===== config.mk =====
export PLATFORM = sky130hd
export DESIGN_NAME = serial_set_time_of_day_clock_flat
export DESIGN_NICKNAME = d
export VERILOG_FILES = /design/src/hdl/ssc_pkg.sv /design/src/hdl/ssc_in_if.sv /design/src/hdl/ssc_out_if.sv /design/src/hdl/ssc_dp.sv /design/src/hdl/ssc_ctrl.sv /design/src/hdl/serial_set_time_of_day_clock.sv /design/src/flat_wrapper.sv
export SDC_FILE = /design/constraint.sdc
export NUM_CORES = 1
export LEC_CHECK = 0
export BUFFER_PORTS_ARGS = -buffer_cell sky130_fd_sc_hd__buf_2
export CAP_MARGIN = 20
export CORE_MARGIN = 1.5
export CORE_UTILIZATION = 25
export DETAILED_ROUTE_END_ITERATION = 10
export SYNTH_ARGS = -nofsm -noshare
export SYNTH_HDL_FRONTEND = slang
export SYNTH_SLANG_ARGS = --single-unit
export TNS_END_PERCENT = 10

===== constraint.sdc =====
create_clock -name clk_i -period 3.6 [get_ports clk_i]
set_input_delay 0 -clock clk_i [delete_from_list [all_inputs] [get_ports clk_i]]
set_output_delay 0 -clock clk_i [all_outputs]
set_load 0.01 [all_outputs]

===== src/hdl/ssc_pkg.sv =====
`default_nettype none
// ----------------------------------------------------------------------------
// ssc_pkg
// Types and constants shared by the serially set time-of-day clock.
// ----------------------------------------------------------------------------
package ssc_pkg;

  // Item kinds.
  localparam logic CMD_TICK = 1'b0;
  localparam logic CMD_BYTE = 1'b1;

  // Error codes reported with each result.
  localparam logic [1:0] ERR_NONE  = 2'd0;
  localparam logic [1:0] ERR_FULL  = 2'd1;
  localparam logic [1:0] ERR_RANGE = 2'd2;

  // Characters of interest on the serial line.
  localparam logic [7:0] CHAR_NL    = 8'd10;
  localparam logic [7:0] CHAR_COLON = 8'd58;
  localparam logic [7:0] CHAR_ZERO  = 8'd48;
  localparam logic [7:0] CHAR_NINE  = 8'd57;

  localparam logic [7:0] TPS_RESET = 8'd20;
  localparam int         TEXT_LEN  = 8;

  localparam int SEC_LIMIT  = 60;
  localparam int MIN_LIMIT  = 60;
  localparam int HOUR_LIMIT = 24;

  // A parsed field holds at most two decimal digits.
  localparam int VAL_W       = 7;
  localparam int FIELD_COUNT = 3;

  typedef struct packed {
    logic       cmd;
    logic [7:0] rx_byte;
  } in_item_t;

  typedef struct packed {
    logic [4:0] hour;
    logic [5:0] minute;
    logic [5:0] second;
    logic       second_pulse;
    logic       echo_valid;
    logic [7:0] echo_byte;
    logic       time_loaded;
    logic [1:0] input_error;
  } out_item_t;

  // Commands from the controller to the datapath.
  typedef struct packed {
    logic step;    // apply the accepted item
    logic scan;    // advance the parser by one buffer entry
    logic finish;  // load or reject the parsed time, clear the buffer
    logic emit;    // move the finished result into the output register
  } dp_cmd_t;

  // Status from the datapath to the controller.
  typedef struct packed {
    logic parse_req;
    logic scan_done;
  } dp_status_t;

endpackage
`default_nettype wire


===== src/hdl/ssc_in_if.sv =====
`default_nettype none
// ----------------------------------------------------------------------------
// ssc_in_if
// Valid/ready channel carrying one input item (tick or received byte).
// ----------------------------------------------------------------------------
interface ssc_in_if;
  import ssc_pkg::*;

  logic     valid;
  logic     ready;
  in_item_t data;

  modport source (output valid, output data, input ready);
  modport sink   (input valid, input data, output ready);
endinterface
`default_nettype wire


===== src/hdl/ssc_out_if.sv =====
`default_nettype none
// ----------------------------------------------------------------------------
// ssc_out_if
// Valid/ready channel carrying one result item of the clock.
// ----------------------------------------------------------------------------
interface ssc_out_if;
  import ssc_pkg::*;

  logic      valid;
  logic      ready;
  out_item_t data;

  modport source (output valid, output data, input ready);
  modport sink   (input valid, input data, output ready);
endinterface
`default_nettype wire


===== src/hdl/ssc_dp.sv =====
`default_nettype none
// ----------------------------------------------------------------------------
// ssc_dp
// Datapath: prescaler, time counters, receive buffer, field parser and the
// output register.
// ----------------------------------------------------------------------------
module ssc_dp #(
  parameter int BUFFER_DEPTH = 8
) (
  input  wire logic               clk_i,
  input  wire logic               rst_ni,
  input  wire logic               cfg_we_i,
  input  wire logic [7:0]         cfg_wdata_i,
  input  wire ssc_pkg::in_item_t  item_i,
  input  wire ssc_pkg::dp_cmd_t   cmd_i,
  output ssc_pkg::dp_status_t     status_o,
  output ssc_pkg::out_item_t      result_o
);
  import ssc_pkg::*;

  localparam int CW = $clog2(BUFFER_DEPTH + 1);
  localparam int AW = $clog2(BUFFER_DEPTH);
  localparam logic [CW-1:0] DEPTH_C = CW'(BUFFER_DEPTH);
  localparam logic [CW-1:0] TEXT_C  = CW'(TEXT_LEN);

  // Clock state
  logic [7:0] tps_q, tick_q, tick_d;
  logic [4:0] hour_q, hour_d;
  logic [5:0] min_q, min_d;
  logic [5:0] sec_q, sec_d;

  // Receive side
  logic [7:0]    buf_q [BUFFER_DEPTH];
  logic [7:0]    buf_d [BUFFER_DEPTH];
  logic [CW-1:0] rcount_q, rcount_d;
  logic          pending_q, pending_d;

  // Parser
  logic [CW-1:0]    pos_q, pos_d;
  logic [1:0]       fld_q, fld_d;
  logic [1:0]       nd_q, nd_d;
  logic [VAL_W-1:0] acc_q, acc_d;
  logic [VAL_W-1:0] vals_q [FIELD_COUNT];
  logic [VAL_W-1:0] vals_d [FIELD_COUNT];

  // Flags of the result under construction
  logic       pulse_q, pulse_d;
  logic       echo_v_q, echo_v_d;
  logic [7:0] echo_b_q, echo_b_d;
  logic       loaded_q, loaded_d;
  logic [1:0] err_q, err_d;

  logic [8:0]       tick_next;
  logic             sec_elapsed;
  logic             filled;
  logic             rx_digit;
  logic [7:0]       cur;
  logic             cur_digit;
  logic             in_field;
  logic [VAL_W-1:0] acc_x10;
  logic             in_range;

  assign tick_next   = {1'b0, tick_q} + 9'd1;
  assign sec_elapsed = tick_next >= {1'b0, tps_q};
  assign filled      = (buf_q[1] != '0) && (buf_q[2] != '0) && (buf_q[3] != '0);
  assign rx_digit    = (item_i.rx_byte >= CHAR_ZERO) && (item_i.rx_byte <= CHAR_NINE);

  assign cur       = (pos_q < DEPTH_C) ? buf_q[pos_q[AW-1:0]] : '0;
  assign cur_digit = (cur >= CHAR_ZERO) && (cur <= CHAR_NINE);
  assign in_field  = (cur != '0) && (cur != CHAR_COLON);
  assign acc_x10   = (acc_q << 3) + (acc_q << 1);
  assign in_range  = (vals_q[0] < VAL_W'(HOUR_LIMIT)) && (vals_q[1] < VAL_W'(MIN_LIMIT)) &&
                     (vals_q[2] < VAL_W'(SEC_LIMIT));

  assign status_o.parse_req = (item_i.cmd == CMD_TICK) && sec_elapsed && pending_q && filled;
  assign status_o.scan_done = (fld_q == 2'(FIELD_COUNT));

  always_comb begin
    tick_d    = tick_q;
    hour_d    = hour_q;
    min_d     = min_q;
    sec_d     = sec_q;
    buf_d     = buf_q;
    rcount_d  = rcount_q;
    pending_d = pending_q;
    pos_d     = pos_q;
    fld_d     = fld_q;
    nd_d      = nd_q;
    acc_d     = acc_q;
    vals_d    = vals_q;
    pulse_d   = pulse_q;
    echo_v_d  = echo_v_q;
    echo_b_d  = echo_b_q;
    loaded_d  = loaded_q;
    err_d     = err_q;

    if (cmd_i.step) begin
      pulse_d  = 1'b0;
      echo_v_d = 1'b0;
      echo_b_d = '0;
      loaded_d = 1'b0;
      err_d    = ERR_NONE;
      pos_d    = '0;
      fld_d    = '0;
      nd_d     = '0;
      acc_d    = '0;
      if (item_i.cmd == CMD_TICK) begin
        if (sec_elapsed) begin
          tick_d  = '0;
          pulse_d = 1'b1;
          if (({1'b0, sec_q} + 7'd1) >= 7'(SEC_LIMIT)) begin
            sec_d = '0;
            if (({1'b0, min_q} + 7'd1) >= 7'(MIN_LIMIT)) begin
              min_d = '0;
              if (({1'b0, hour_q} + 6'd1) >= 6'(HOUR_LIMIT)) begin
                hour_d = '0;
              end else begin
                hour_d = hour_q + 5'd1;
              end
            end else begin
              min_d = min_q + 6'd1;
            end
          end else begin
            sec_d = sec_q + 6'd1;
          end
        end else begin
          tick_d = tick_next[7:0];
        end
      end else begin
        // Any received byte arms a load at the next second.
        pending_d = 1'b1;
        if (item_i.rx_byte == CHAR_NL) begin
          if (rcount_q >= TEXT_C) begin
            rcount_d = '0;
          end
        end else if (rx_digit || (item_i.rx_byte == CHAR_COLON)) begin
          if (rcount_q < DEPTH_C) begin
            buf_d[rcount_q[AW-1:0]] = item_i.rx_byte;
            rcount_d = rcount_q + CW'(1);
            echo_v_d = 1'b1;
            echo_b_d = item_i.rx_byte;
          end else begin
            err_d = ERR_FULL;
          end
        end
      end
    end

    // One buffer entry per cycle: either part of the current field, or the
    // separator (colon, empty entry or end of buffer) that closes it.
    if (cmd_i.scan) begin
      if (in_field) begin
        if (cur_digit && (nd_q < 2'd2)) begin
          acc_d = acc_x10 + VAL_W'(cur[3:0]);
          nd_d  = nd_q + 2'd1;
        end
        pos_d = pos_q + CW'(1);
      end else begin
        if (fld_q < 2'(FIELD_COUNT)) begin
          vals_d[fld_q] = acc_q;
        end
        fld_d = fld_q + 2'd1;
        acc_d = '0;
        nd_d  = '0;
        if (pos_q < DEPTH_C) begin
          pos_d = pos_q + CW'(1);
        end
      end
    end

    if (cmd_i.finish) begin
      if (in_range) begin
        hour_d   = vals_q[0][4:0];
        min_d    = vals_q[1][5:0];
        sec_d    = vals_q[2][5:0];
        loaded_d = 1'b1;
      end else begin
        err_d = ERR_RANGE;
      end
      for (int i = 0; i < BUFFER_DEPTH; i++) begin
        buf_d[i] = '0;
      end
      pending_d = 1'b0;
    end
  end

  always_ff @(posedge clk_i or negedge rst_ni) begin
    if (!rst_ni) begin
      tps_q     <= TPS_RESET;
      tick_q    <= '0;
      hour_q    <= '0;
      min_q     <= '0;
      sec_q     <= '0;
      for (int i = 0; i < BUFFER_DEPTH; i++) begin
        buf_q[i] <= '0;
      end
      rcount_q  <= '0;
      pending_q <= 1'b0;
      pos_q     <= '0;
      fld_q     <= '0;
      nd_q      <= '0;
    end else begin
      if (cfg_we_i) begin
        tps_q <= cfg_wdata_i;
      end
      tick_q    <= tick_d;
      hour_q    <= hour_d;
      min_q     <= min_d;
      sec_q     <= sec_d;
      buf_q     <= buf_d;
      rcount_q  <= rcount_d;
      pending_q <= pending_d;
      pos_q     <= pos_d;
      fld_q     <= fld_d;
      nd_q      <= nd_d;
    end
  end

  always_ff @(posedge clk_i) begin
    acc_q    <= acc_d;
    vals_q   <= vals_d;
    pulse_q  <= pulse_d;
    echo_v_q <= echo_v_d;
    echo_b_q <= echo_b_d;
    loaded_q <= loaded_d;
    err_q    <= err_d;
    if (cmd_i.emit) begin
      result_o.hour         <= hour_q;
      result_o.minute       <= min_q;
      result_o.second       <= sec_q;
      result_o.second_pulse <= pulse_q;
      result_o.echo_valid   <= echo_v_q;
      result_o.echo_byte    <= echo_b_q;
      result_o.time_loaded  <= loaded_q;
      result_o.input_error  <= err_q;
    end
  end

  a_time_in_range: assert property (@(posedge clk_i) disable iff (!rst_ni)
    (hour_q < 5'(HOUR_LIMIT)) && (min_q < 6'(MIN_LIMIT)) && (sec_q < 6'(SEC_LIMIT)))
    else $error("time counters out of range");

  a_rcount_bound: assert property (@(posedge clk_i) disable iff (!rst_ni)
    rcount_q <= DEPTH_C)
    else $error("receive write position beyond buffer");

  a_finish_clears: assert property (@(posedge clk_i) disable iff (!rst_ni)
    cmd_i.finish |=> !pending_q && (buf_q[1] == '0))
    else $error("buffer not cleared after parse");

endmodule
`default_nettype wire


===== src/hdl/ssc_ctrl.sv =====
`default_nettype none
// ----------------------------------------------------------------------------
// ssc_ctrl
// Controller: input handshake, parse sequencing and the output register's
// valid flag.
// ----------------------------------------------------------------------------
module ssc_ctrl (
  input  wire logic                 clk_i,
  input  wire logic                 rst_ni,
  input  wire logic                 in_valid_i,
  output logic                      in_ready_o,
  output logic                      out_valid_o,
  input  wire logic                 out_ready_i,
  input  wire ssc_pkg::dp_status_t  status_i,
  output ssc_pkg::dp_cmd_t          cmd_o
);
  import ssc_pkg::*;

  localparam logic [1:0] S_IDLE = 2'd0;
  localparam logic [1:0] S_SCAN = 2'd1;
  localparam logic [1:0] S_EMIT = 2'd2;

  logic [1:0] state_q, state_d;
  logic       out_valid_q, out_valid_d;
  logic       accept;
  logic       slot_free;

  assign in_ready_o  = (state_q == S_IDLE);
  assign accept      = in_valid_i && in_ready_o;
  assign slot_free   = !out_valid_q || out_ready_i;
  assign out_valid_o = out_valid_q;

  assign cmd_o.step   = accept;
  assign cmd_o.scan   = (state_q == S_SCAN) && !status_i.scan_done;
  assign cmd_o.finish = (state_q == S_SCAN) && status_i.scan_done;
  assign cmd_o.emit   = (state_q == S_EMIT) && slot_free;

  always_comb begin
    state_d = state_q;
    unique case (state_q)
      S_IDLE: begin
        if (accept) begin
          state_d = status_i.parse_req ? S_SCAN : S_EMIT;
        end
      end
      S_SCAN: begin
        if (status_i.scan_done) begin
          state_d = S_EMIT;
        end
      end
      S_EMIT: begin
        if (slot_free) begin
          state_d = S_IDLE;
        end
      end
      default: state_d = S_IDLE;
    endcase
  end

  always_comb begin
    out_valid_d = out_valid_q;
    if (cmd_o.emit) begin
      out_valid_d = 1'b1;
    end else if (out_ready_i) begin
      out_valid_d = 1'b0;
    end
  end

  always_ff @(posedge clk_i or negedge rst_ni) begin
    if (!rst_ni) begin
      state_q     <= S_IDLE;
      out_valid_q <= 1'b0;
    end else begin
      state_q     <= state_d;
      out_valid_q <= out_valid_d;
    end
  end

  a_plain_item_emits: assert property (@(posedge clk_i) disable iff (!rst_ni)
    (accept && !status_i.parse_req) |=> (state_q == S_EMIT))
    else $error("item without parse did not go to emit");

  a_parse_starts_scan: assert property (@(posedge clk_i) disable iff (!rst_ni)
    (accept && status_i.parse_req) |=> (state_q == S_SCAN))
    else $error("parse request did not start the scan");

  a_emit_fills_slot: assert property (@(posedge clk_i) disable iff (!rst_ni)
    cmd_o.emit |=> out_valid_q && (state_q == S_IDLE))
    else $error("emitted result not presented");

endmodule
`default_nettype wire


===== src/hdl/serial_set_time_of_day_clock.sv =====
`default_nettype none
// ----------------------------------------------------------------------------
// serial_set_time_of_day_clock
// Hours/minutes/seconds clock driven by base-timer ticks and set from
// colon-separated decimal text received over a serial line.
// ----------------------------------------------------------------------------
// Each input transfer is either a base-timer tick or a received byte; each
// gives exactly one result transfer with the time after the item, a second
// pulse, the echoed digit or colon, a load flag and an error code. A tick or a
// byte is applied when it is accepted; the emit state then moves its result
// into the result register once the output register is free, and the block
// returns to idle. A tick that completes a second while a received time is
// pending and buffer entries 1 to 3 are filled also runs the parser. The parser
// walks the receive buffer one entry per cycle, closing each of the three
// fields on a colon, an empty entry or the end of the buffer. The next item is
// accepted as soon as the previous result sits in the output register, even
// while that result waits to be taken. The user must write ticks_per_second
// through cfg_we_i/cfg_wdata_i only while the block is idle; the block itself
// does not enforce this. A value of zero acts as one.
// ----------------------------------------------------------------------------
module serial_set_time_of_day_clock #(
  parameter int BUFFER_DEPTH = 8
) (
  input  wire logic       clk_i,
  input  wire logic       rst_ni,
  input  wire logic       cfg_we_i,
  input  wire logic [7:0] cfg_wdata_i,
  ssc_in_if.sink          item_i,
  ssc_out_if.source       result_o
);
  import ssc_pkg::*;

  dp_cmd_t    dp_cmd;
  dp_status_t dp_status;

  ssc_ctrl u_ctrl (
    .clk_i       (clk_i),
    .rst_ni      (rst_ni),
    .in_valid_i  (item_i.valid),
    .in_ready_o  (item_i.ready),
    .out_valid_o (result_o.valid),
    .out_ready_i (result_o.ready),
    .status_i    (dp_status),
    .cmd_o       (dp_cmd)
  );

  ssc_dp #(
    .BUFFER_DEPTH (BUFFER_DEPTH)
  ) u_dp (
    .clk_i       (clk_i),
    .rst_ni      (rst_ni),
    .cfg_we_i    (cfg_we_i),
    .cfg_wdata_i (cfg_wdata_i),
    .item_i      (item_i.data),
    .cmd_i       (dp_cmd),
    .status_o    (dp_status),
    .result_o    (result_o.data)
  );

endmodule
`default_nettype wire


===== src/flat_wrapper.sv =====
// flat-port wrapper written by rule: the top's interface ports become plain ports
module serial_set_time_of_day_clock_flat import ssc_pkg::*;
#(
  parameter int BUFFER_DEPTH = 8
)
  (clk_i, rst_ni, cfg_we_i, cfg_wdata_i, item_i_valid, item_i_data, item_i_ready, result_o_valid, result_o_data, result_o_ready);
  ssc_in_if item_i_i ();
  ssc_out_if result_o_i ();
  input  wire logic clk_i;
  input  wire logic rst_ni;
  input  wire logic cfg_we_i;
  input  wire logic [7:0] cfg_wdata_i;
  input wire logic [$bits(item_i_i.valid)-1:0] item_i_valid;
  input wire logic [$bits(item_i_i.data)-1:0] item_i_data;
  output wire logic [$bits(item_i_i.ready)-1:0] item_i_ready;
  output wire logic [$bits(result_o_i.valid)-1:0] result_o_valid;
  output wire logic [$bits(result_o_i.data)-1:0] result_o_data;
  input wire logic [$bits(result_o_i.ready)-1:0] result_o_ready;
  assign item_i_i.valid = item_i_valid;
  assign item_i_i.data = item_i_data;
  assign item_i_ready = item_i_i.ready;
  assign result_o_valid = result_o_i.valid;
  assign result_o_data = result_o_i.data;
  assign result_o_i.ready = result_o_ready;
  serial_set_time_of_day_clock #(.BUFFER_DEPTH(BUFFER_DEPTH)) u_core (.clk_i(clk_i), .rst_ni(rst_ni), .cfg_we_i(cfg_we_i), .cfg_wdata_i(cfg_wdata_i), .item_i(item_i_i), .result_o(result_o_i));
endmodule

-- Word level (Yosys, flattened, before mapping)
Index checks and enable logic that the tools add are counted.
- flip-flop bits (word level): 184
- input bits: 22
- output and inout port bits: 32
- logic and storage cells: 209
- add/subtract/negate cells: 13
- $lt $le $gt $ge: 21
- equality and inequality tests: 11
- muxes and demuxes: 79
- bitwise gates (word level): 7
- reduce and logical (&&, ||, !) cells: 41
- operators with widths (kind ; number):
    $mux W64 ; 6
    $mux W6 ; 13
    $bwmux W64 ; 1
    $mux W5 ; 8
    $mux W8 ; 5
    $mux W7 ; 5
    $mux W4 ; 8
    $reduce_bool A8 Y1 ; 4
    $mux W2 ; 14
    $bmux W8 S3 ; 1
    $demux W8 S3 ; 1
    $bwmux W21 ; 1
    $logic_and A1 B1 Y1 ; 17
    $ge A8 B6 Y1 const B ; 2
    $le A8 B6 Y1 const B ; 2
    $add A6 B1 Y7 const B ; 2
    $demux W7 S2 ; 1
    $ge A7 B6 Y1 const B ; 2
    $lt A7 B6 Y1 const B ; 2
    $mux W1 ; 14
    $reduce_bool A2 Y1 ; 7
    $add A6 B1 Y6 const B ; 2
    $ge A4 B4 Y1 const B ; 3
    $reduce_and A5 Y1 ; 2
    33 further kinds ; 49

-- Longest topological paths before layout
Gate-level depths: netlist of run 1.
- word-level depth: 12
- mapped depth: 15
- gate-level depth less buffers: 13

-- Hierarchy
From an unflattened synthesis of run 1, not the netlist that was laid out.
- cell total of the unflattened synthesis: 793
- area, all modules: 8829.7 µm²
- modules (own cells, without submodules) (module ; times used ; cells each ; area each (µm²) ; sequential area each (µm²)):
    ssc_dp ; 1 ; 775 ; 8652.0 ; 4787.1
    ssc_ctrl ; 1 ; 18 ; 177.7 ; 75.1

-- Worst setup path after synthesis of run 1
Ideal clock, no wire load.
- kind: register -> register
- start: register u_core.u_dp.pos_q[0]
- end: register u_core.u_dp.acc_q[6]
- setup time: 0.131 ns
- data arrival time: 2.869 ns
- required time: 3.469 ns
- slack: 0.600 ns
- stages on the path, launching flop included: 14
- path buffers: 1
- clock period less this slack: 3.000 ns
- cell sequence: dfrtp_1 -> buf_6 -> mux4_2 -> mux2i_4 -> nor2_1 -> fa_1 -> inv_1 -> fa_1 -> inv_1 -> a21o_1 -> a21oi_1 -> xnor2_1 -> nand3_1 -> o211ai_1
- word-level cells in the longest chain between the ends: 11
- elaborated cells on any way between the ends: 17
- classes of those cells: 1 x add/sub; 3 x order compare; 1 x eq/ne; 7 x mux; 1 x bitwise; 4 x reduce/logical
- RTL lines (item ; RTL line ; RTL):
    from (decl) ; ssc_dp.sv:39 ; logic [CW-1:0] pos_q, pos_d;
    from (signal assigned) ; ssc_dp.sv:213 ; pos_q <= pos_d;
    $not A3 Y4 (not written as such) ; ssc_dp.sv:68 ; assign cur = (pos_q < DEPTH_C) ? buf_q[pos_q[AW-1:0]] : '0;
    $bmux W8 S3 ; ssc_dp.sv:68 ;
    $mux W8 (not written as such) (2 in series) ; ssc_dp.sv:68 ;
    $mux W8 (*) ; ssc_dp.sv:68 ;
    $ge A8 B6 Y1 or $le A8 B6 Y1 (tied branches) ; ssc_dp.sv:69 ; assign cur_digit = (cur >= CHAR_ZERO) && (cur <= CHAR_NINE);
    $logic_and A1 B1 Y1 ; ssc_dp.sv:69 ;
    $logic_and A1 B1 Y1 ; ssc_dp.sv:153 ; if (cur_digit && (nd_q < 2'd2)) begin
    $mux W7 ; ssc_dp.sv:153 ;
    $mux W7 (*) ; ssc_dp.sv:152 ; if (in_field) begin
    $mux W7 (*) ; ssc_dp.sv:151 ; if (cmd_i.scan) begin
    via u_core.u_dp.acc_d[6] ; ssc_dp.sv:42 ; logic [VAL_W-1:0] acc_q, acc_d;
    to (signal assigned) ; ssc_dp.sv:220 ; acc_q <= acc_d;
    to (decl) ; ssc_dp.sv:42 ;
Mark *: on every way through the listed nets, which the timed path passes. The rest lies on a longest branch. The select of a mux whose other input is x is not followed.
A chain may end at the register's enable or synchronous reset.

-- Worst setup path after layout of run 1
- start: register u_core.u_dp.tick_q[0]
- end: register u_core.u_dp.sec_q[4]
- word-level cells in the longest chain between the ends: 7
- RTL lines (item ; RTL line ; RTL):
    from (decl) ; ssc_dp.sv:27 ; logic [7:0] tps_q, tick_q, tick_d;
    from (signal assigned) ; ssc_dp.sv:206 ; tick_q <= tick_d;
    $add A8 B1 Y9 (*) ; ssc_dp.sv:63 ; assign tick_next = {1'b0, tick_q} + 9'd1;
    $ge A9 B8 Y1 (*) ; ssc_dp.sv:64 ; assign sec_elapsed = tick_next >= {1'b0, tps_q};
    $mux W6 (*) ; ssc_dp.sv:108 ; if (sec_elapsed) begin
    $mux W6 (*) ; ssc_dp.sv:107 ; if (item_i.cmd == CMD_TICK) begin
    $mux W6 (*) ; ssc_dp.sv:97 ; if (cmd_i.step) begin
    $mux W6 ; ssc_dp.sv:172 ; if (in_range) begin
    $mux W6 (*) ; ssc_dp.sv:171 ; if (cmd_i.finish) begin
    via u_core.u_dp.sec_d[4] ; ssc_dp.sv:30 ; logic [5:0] sec_q, sec_d;
    to (signal assigned) ; ssc_dp.sv:193 ; sec_q <= '0;
    to (signal assigned) ; ssc_dp.sv:209 ; sec_q <= sec_d;
    to (decl) ; ssc_dp.sv:30 ;
Mark *: on every way through the listed nets, which the timed path passes. The rest lies on a longest branch.

==> results.ini, run 1 <==
[place]
gp_congestion=0.780
buffer_ports.inserted=53
place_hpwl_um=12900

[cts]
clk_pin_slew_worst_paths_ns=0.07
clockBufferDepth=2
cts_tree=yes
ctsHtreeMaxLevel=4
clk_latency_ns=0.43
clkSinkCount=184
cts_buffers=17
cts_root_buf=clkbuf_16
cts_resized=0
cts_setup_buffers=0

[logic_synthesis]
yosys_register_bits=184
synthTopCellsByArea=dfrtp_1, edfxtp_1, ha_1
synthTopCellsByCount=dfrtp_1, nand2_1, nor2_1
yosys.cell_count.top_type=dfrtp_1
yosys_warnings=0
ys.flop_type=dfrtp_1
ys_seq_area_share_pct=55.3
synth_top_area_share_pct=31.6
synth.distinct_cells=73
avgSynthCellArea_um2=11.4
synthCells=771
netlist.top_cell.by_area=dfrtp_1
synth_edf_count=61
synthesis.area_um2=8800
synth-async-reset-ratio_pct=61.4

[pwr]
p_per_area_nw_per_um2=458
clockPowerShare_pct=39.2
power_w=0.00483
seqPwrFrac_pct=48.9
vdd.ir_drop.worst_mv=0.287
swShare_pct=26.5
pwr-share-comb_pct=11.9
p_int_w=0.00355
p_sw_w=0.00128
leakagePower_nw=4.44

[worst_setup_path]
cp_slowest_cell=dfrtp_1
worstSetupEndpointType=register
crit_buf_inv=1
cp.depth=12
r2r_cells=12
critPathTopFamily=compound AO/OA/AOI/OAI gates
path_class=reg -> reg
worstPathRequired_ns=3.92
crit_arrival_ns=3.60
cp_max_fo=13
slowest_delay_ns=0.43
worst_setup_path_start_kind=register
crit_start=u_core.u_dp.tick_q[0]
rrSetupSlack_ns=0.32
cp_cell_sequence=ha_1 -> nand3_1 -> nor2_1 -> xnor2_1 -> ha_1 -> a21o_1 -> a221o_1 -> a31o_2 -> a21oi_1 -> buf_4 -> o311ai_0 -> o311ai_0
rr_endpoint=u_core.u_dp.sec_q[4]
worstReg2RegStart=u_core.u_dp.tick_q[0]
endpoint=u_core.u_dp.sec_q[4]

[timing]
timing.fmax_mhz=305
fin_setup_tns_ns=0
tightestPinTransition_ns=0.720
relSlewSlack_pct=52.0
setup_violations=0
maxSlewViolCount=0
hold_viol=0
period_share_pct=91.2
skew_ns=0.00823
fin_crit_ns=3.28
rsz0062_at_grt=no

[route]
drt_iter0_markers=389
firstDrtPassIters=4
antenna_left=0
totalWireLength_um=19100
wl_per_cell_um=14.4
vias=6175
viasPerCell=4.66
drc=0

[floorplanning]
die_w_um=191
num_rows=68
dieArea_um2=36300
initial_utilization_pct=25.4
num_io_pins=54
core_area_um2=34600
die_h_um=191

[grt]
antenna_found_initial=1
grt_pass1_wl_um=31600
grt.overflow.total=0
grt_pass1_vias=6054
grt_max_degree=44
grtUsageTotal_pct=11.0

[final_layout]
nets=909
layout-drive-gt1-share_pct=16.0
fillCellCount=3505
area_growth_pct=19.8

[job]
maxCapViolations=0

[min_path]
hp-class=in -> async

[run_status]
status=complete, no violations

stage by stage:
stage | setup slack, ns | std cells | utilization (%) | hold WS (ns) | area (um2)
after floorplan | 0.600 | 772 | - | -0.296 | 8800
after global placement | 0.436 | 1258 | 27.7 | 0.0187 | 9590
after detailed placement | 0.334 | 1258 | 27.7 | 0.0156 | 9590
after CTS | 0.303 | 1325 | 30.4 | 0.0885 | 10500
after global routing | 0.132 | 1325 | 30.4 | 0.154 | 10500
final | 0.318 | 1326 | 30.4 | 0.0793 | 10500
sequential cells by signal (all words and copies together), names as in the netlist, 2 cells and up:
signal and cells:
u_core.u_dp.buf_q 64, u_core.u_dp.result_o 30, u_core.u_dp.vals_q 21, u_core.u_dp.echo_b_q 8
u_core.u_dp.tick_q 8, u_core.u_dp.tps_q 8, u_core.u_dp.acc_q 7, u_core.u_dp.min_q 6
u_core.u_dp.sec_q 6, u_core.u_dp.hour_q 5, u_core.u_dp.pos_q 4, u_core.u_dp.rcount_q 4
u_core.u_ctrl.state_q 2, u_core.u_dp.err_q 2, u_core.u_dp.fld_q 2, u_core.u_dp.nd_q 2
worst min path at each step:
stage / slack [ns] / start / endpoint / cells past startpoint
final: 0.08 / rst_ni / u_core.u_dp.tps_q[1] / 2
after floorplan: -0.30 / rst_ni / u_core.u_ctrl.out_valid_o / 0
after global placement: 0.02 / rst_ni / u_core.u_dp.tps_q[7] / 1
after detailed placement: 0.02 / rst_ni / u_core.u_dp.tps_q[1] / 1
after global routing: 0.15 / rst_ni / u_core.u_dp.tps_q[7] / 2
after CTS: 0.09 / rst_ni / u_core.u_dp.tps_q[1] / 2
cells in the final DEF, fill, tap and decap left out, types with 16 or more instances in the layout:
master / Yosys / layout
dfrtp_1: 111 / 111
nand2_1: 79 / 79
nor2_1: 76 / 75
edfxtp_1: 61 / 61
buf_2: 9 / 52
dlygate4sd3_1: 0 / 35
mux2i_1: 33 / 33
a21oi_1: 33 / 33
ha_1: 28 / 28
o21ai_0: 26 / 26
a31oi_1: 23 / 23
nand3_1: 22 / 22
inv_1: 21 / 21
buf_4: 1 / 19
a21o_1: 18 / 18
clkbuf_16: 0 / 17
o31ai_1: 16 / 16
cell families (layout without fill, tap and decap cells):
group                      Yosys count  count (layout)  share of synthesized area [%]
and+or+nand+nor                    287             287                           16.9
xor gates and xnor gates            12              12                           1.19
DFF                                184             184                           55.3
other                                1               3                         0.0426
adders and majority gates           30              30                           4.44
AOI/OAI and AO/OA                  144             144                           11.0
buffers and inverters               62             160                           3.07
muxes                               51              51                           8.05
per-layer routing:
layer  routed length [um]  vias to the layer above  global-route usage [%]
met4                  181                        0                    3.15
met1                 9170                     3059                    14.8
met5                    0                        -                       0
met2                 8900                      113                    17.3
li1                     -                     2989                       -
met3                  808                       14                    2.74
worst register-to-register path: stages, from the launching register on:
cell and delay (ns):
dfrtp_1 0.43, ha_1 0.25, nand3_1 0.13, nor2_1 0.26, xnor2_1 0.17, ha_1 0.27, a21o_1 0.18, a221o_1 0.33
a31o_2 0.22, a21oi_1 0.37, buf_4 0.28, o311ai_0 0.15, o311ai_0 0.14
timing repair:
action	in CTS	in global routing
hold buffers	35	0
endpoints found under the hold margin	79	0
endpoints found under the setup margin	0	0
final cells by class:
cell class,instances,area (um2),area share (%)
Sequential cell,184,4860,46.1
Multi-Input combinational cell,526,3670,34.8
Timing Repair Buffer,106,753,7.14
Tap cell,455,569,5.40
Clock buffer,19,433,4.11
Clock inverter,13,166,1.58
Inverter,22,82.6,0.783
Antenna cell,1,2.50,0.0237
power by group through the flow:
stage	Clock [W]	Combinational, W	Sequential [W]
2_1_floorplan	0	0.000335	0.00240
3_3_place_gp	0	0.000540	0.00240
3_5_place_dp	0	0.000545	0.00241
4_1_cts	0.00193	0.000582	0.00236
5_1_grt	0.00201	0.000646	0.00238
6_report	0.00189	0.000576	0.00236
No activity file was read; power rests on OpenSTA's default activity.
==> run 2, diff against run 1 <==
Settings changed: CORE_UTILIZATION 25 to 24.
==> run 2 against run 1 <==
Against the previous run:
- sequential cell count is the same
- cell count grew 0.23%
- count of clock-buffer cells in the layout shrank 2
- combinational power is essentially flat
- routed wire length grew 1.9%
- first-iteration DRC count shrank 19%
- clock skew grew 0.0030 ns
- worst setup slack gained 0.068 ns
- highest routed layer unchanged
- maximum frequency grew 2.1%
- non-clock buffer count shrank 2
==> results.ini, run 2 (synthesized netlist as in run 1, its figures left out) <==
[timing]
hold_viol=0
period_share_pct=89.3
fin_setup_tns_ns=0
skew_ns=0.0112
tightestPinTransition_ns=0.902
maxSlewViolCount=0
fin_crit_ns=3.21
relSlewSlack_pct=39.9
setup_violations=0
rsz0062_at_grt=no
timing.fmax_mhz=311

[route]
wl_per_cell_um=14.6
firstDrtPassIters=5
totalWireLength_um=19400
antenna_left=0
drt_iter0_markers=315
viasPerCell=4.64
drc=0
vias=6161

[cts]
ctsHtreeMaxLevel=4
clockBufferDepth=2
cts_root_buf=clkbuf_16
cts_buffers=17
clkSinkCount=184
clk_latency_ns=0.43
cts_setup_buffers=0
cts_tree=yes
clk_pin_slew_worst_paths_ns=0.08

[run_status]
status=complete, no violations

[grt]
grtUsageTotal_pct=10.7
grt_pass1_vias=6208
globalRouteMet3Util_pct=2.67
grt_max_degree=68
grt.overflow.total=0
grt_use_met1_pct=13.8
grt_pass1_wl_um=32500
grt_busiest_layer=met2
antenna_found_initial=0
met2_usage_pct=17.5

[worst_setup_path]
crit_start=u_core.u_dp.tick_q[0]
critPathTopFamily=compound AO/OA/AOI/OAI gates
worstReg2RegStart=u_core.u_dp.tick_q[0]
cp_cell_sequence=ha_1 -> nand3_1 -> nor2_1 -> xnor2_1 -> ha_1 -> a21o_1 -> a221o_1 -> a31o_2 -> a21oi_1 -> buf_12 -> nor3_1 -> a221o_1
worst_setup_path_start_kind=register
slowest_delay_ns=0.42
cp_slowest_cell=dfrtp_1
crit_arrival_ns=3.53
cp_max_fo=22
crit_buf_inv=1
path_class=reg -> reg
worstSetupEndpointType=register
worstPathRequired_ns=3.91

[final_layout]
num_antenna_cells=0
nets=907
area_growth_pct=20.0
largest_register=u_core.u_dp.buf_q
layout-drive-gt1-share_pct=16.0
final_util_pct=29.5
reg.largest.list=u_core.u_dp.buf_q: 64 flops, u_core.u_dp.result_o: 30 flops, u_core.u_dp.vals_q: 21 flops
post-route-cell-area_um2=10600
layout_common_cells=dfrtp_1, nand2_1, nor2_1
largest_reg_flops=64
final_common_cell=dfrtp_1

[place]
placed_cell_area_um2=9600
buffer_ports.inserted=53
gp_congestion=0.841
place_hpwl_um=13300

[pwr]
leakagePower_nw=4.44
p_per_area_nw_per_um2=457
power_w=0.00482
vdd.ir_drop.worst_mv=0.244

[job]
maxCapViolations=0

[min_path]
hp-class=in -> async

[floorplanning]
num_rows=69
die_w_um=194
initial_utilization_pct=24.6
dieArea_um2=37800
num_io_pins=54
die_h_um=194
core_area_um2=35800

run 2: worst paths after layout:
kind,end,slack [ns],cells after the start
setup / recovery,u_core.u_dp.min_q[5],0.39,12
min in group clk_i,u_core.u_dp.result_o[10],0.41,0
setup reg to reg,u_core.u_dp.min_q[5],0.39,12
hold / removal,u_core.u_dp.tps_q[6],0.24,2
hold reg to reg,u_core.u_dp.result_o[10],0.41,0
max in group asynchronous,u_core.u_dp.buf_q[62],2.39,3
run 2: metrics by stage:
| stage | cells | setup WS [ns] | hold WS (ns) |
|---|---|---|---|
| 4_1_cts | 1329 | 0.391 | 0.262 |
| 5_1_grt | 1329 | 0.181 | 0.306 |
| 6_report | 1329 | 0.386 | 0.236 |
| 3_5_place_dp | 1262 | 0.426 | 0.189 |
| 3_3_place_gp | 1262 | 0.455 | 0.180 |
| 2_1_floorplan | 772 | 0.600 | -0.296 |
run 2: per-layer routing:
| layer | up-vias | routed length, um |
|---|---|---|
| li1 | 2978 | - |
| met1 | 3038 | 9140 |
| met2 | 123 | 9170 |
| met3 | 22 | 791 |
| met4 | 0 | 315 |
| met5 | - | 0 |
run 2: power by group:
part / leakage (nW) / total [W] / switching (W) / internal, W
logic: 2.11 / 0.000573 / 0.000341 / 0.000232
clock network: 0.287 / 0.00189 / 0.000894 / 0.000994
registers: 2.04 / 0.00236 / 0.0000855 / 0.00228
total: 4.44 / 0.00482 / 0.00132 / 0.00350
run 2: cell type report:
type / instances / area (um2)
sequential: 184 / 4860
timing repair buffer: 104 / 751
clock buffer: 17 / 425
fill: 3608 / 25300
inverter: 22 / 82.6
multi-input combinational: 526 / 3670
clock inverter: 15 / 185
tap: 461 / 577
run 2: what timing repair did:
item / 4_1_cts / 5_1_grt
hold endpoints to repair: 104 / 0
gates resized for setup: 0 / 0
hold buffers: 35 / 0
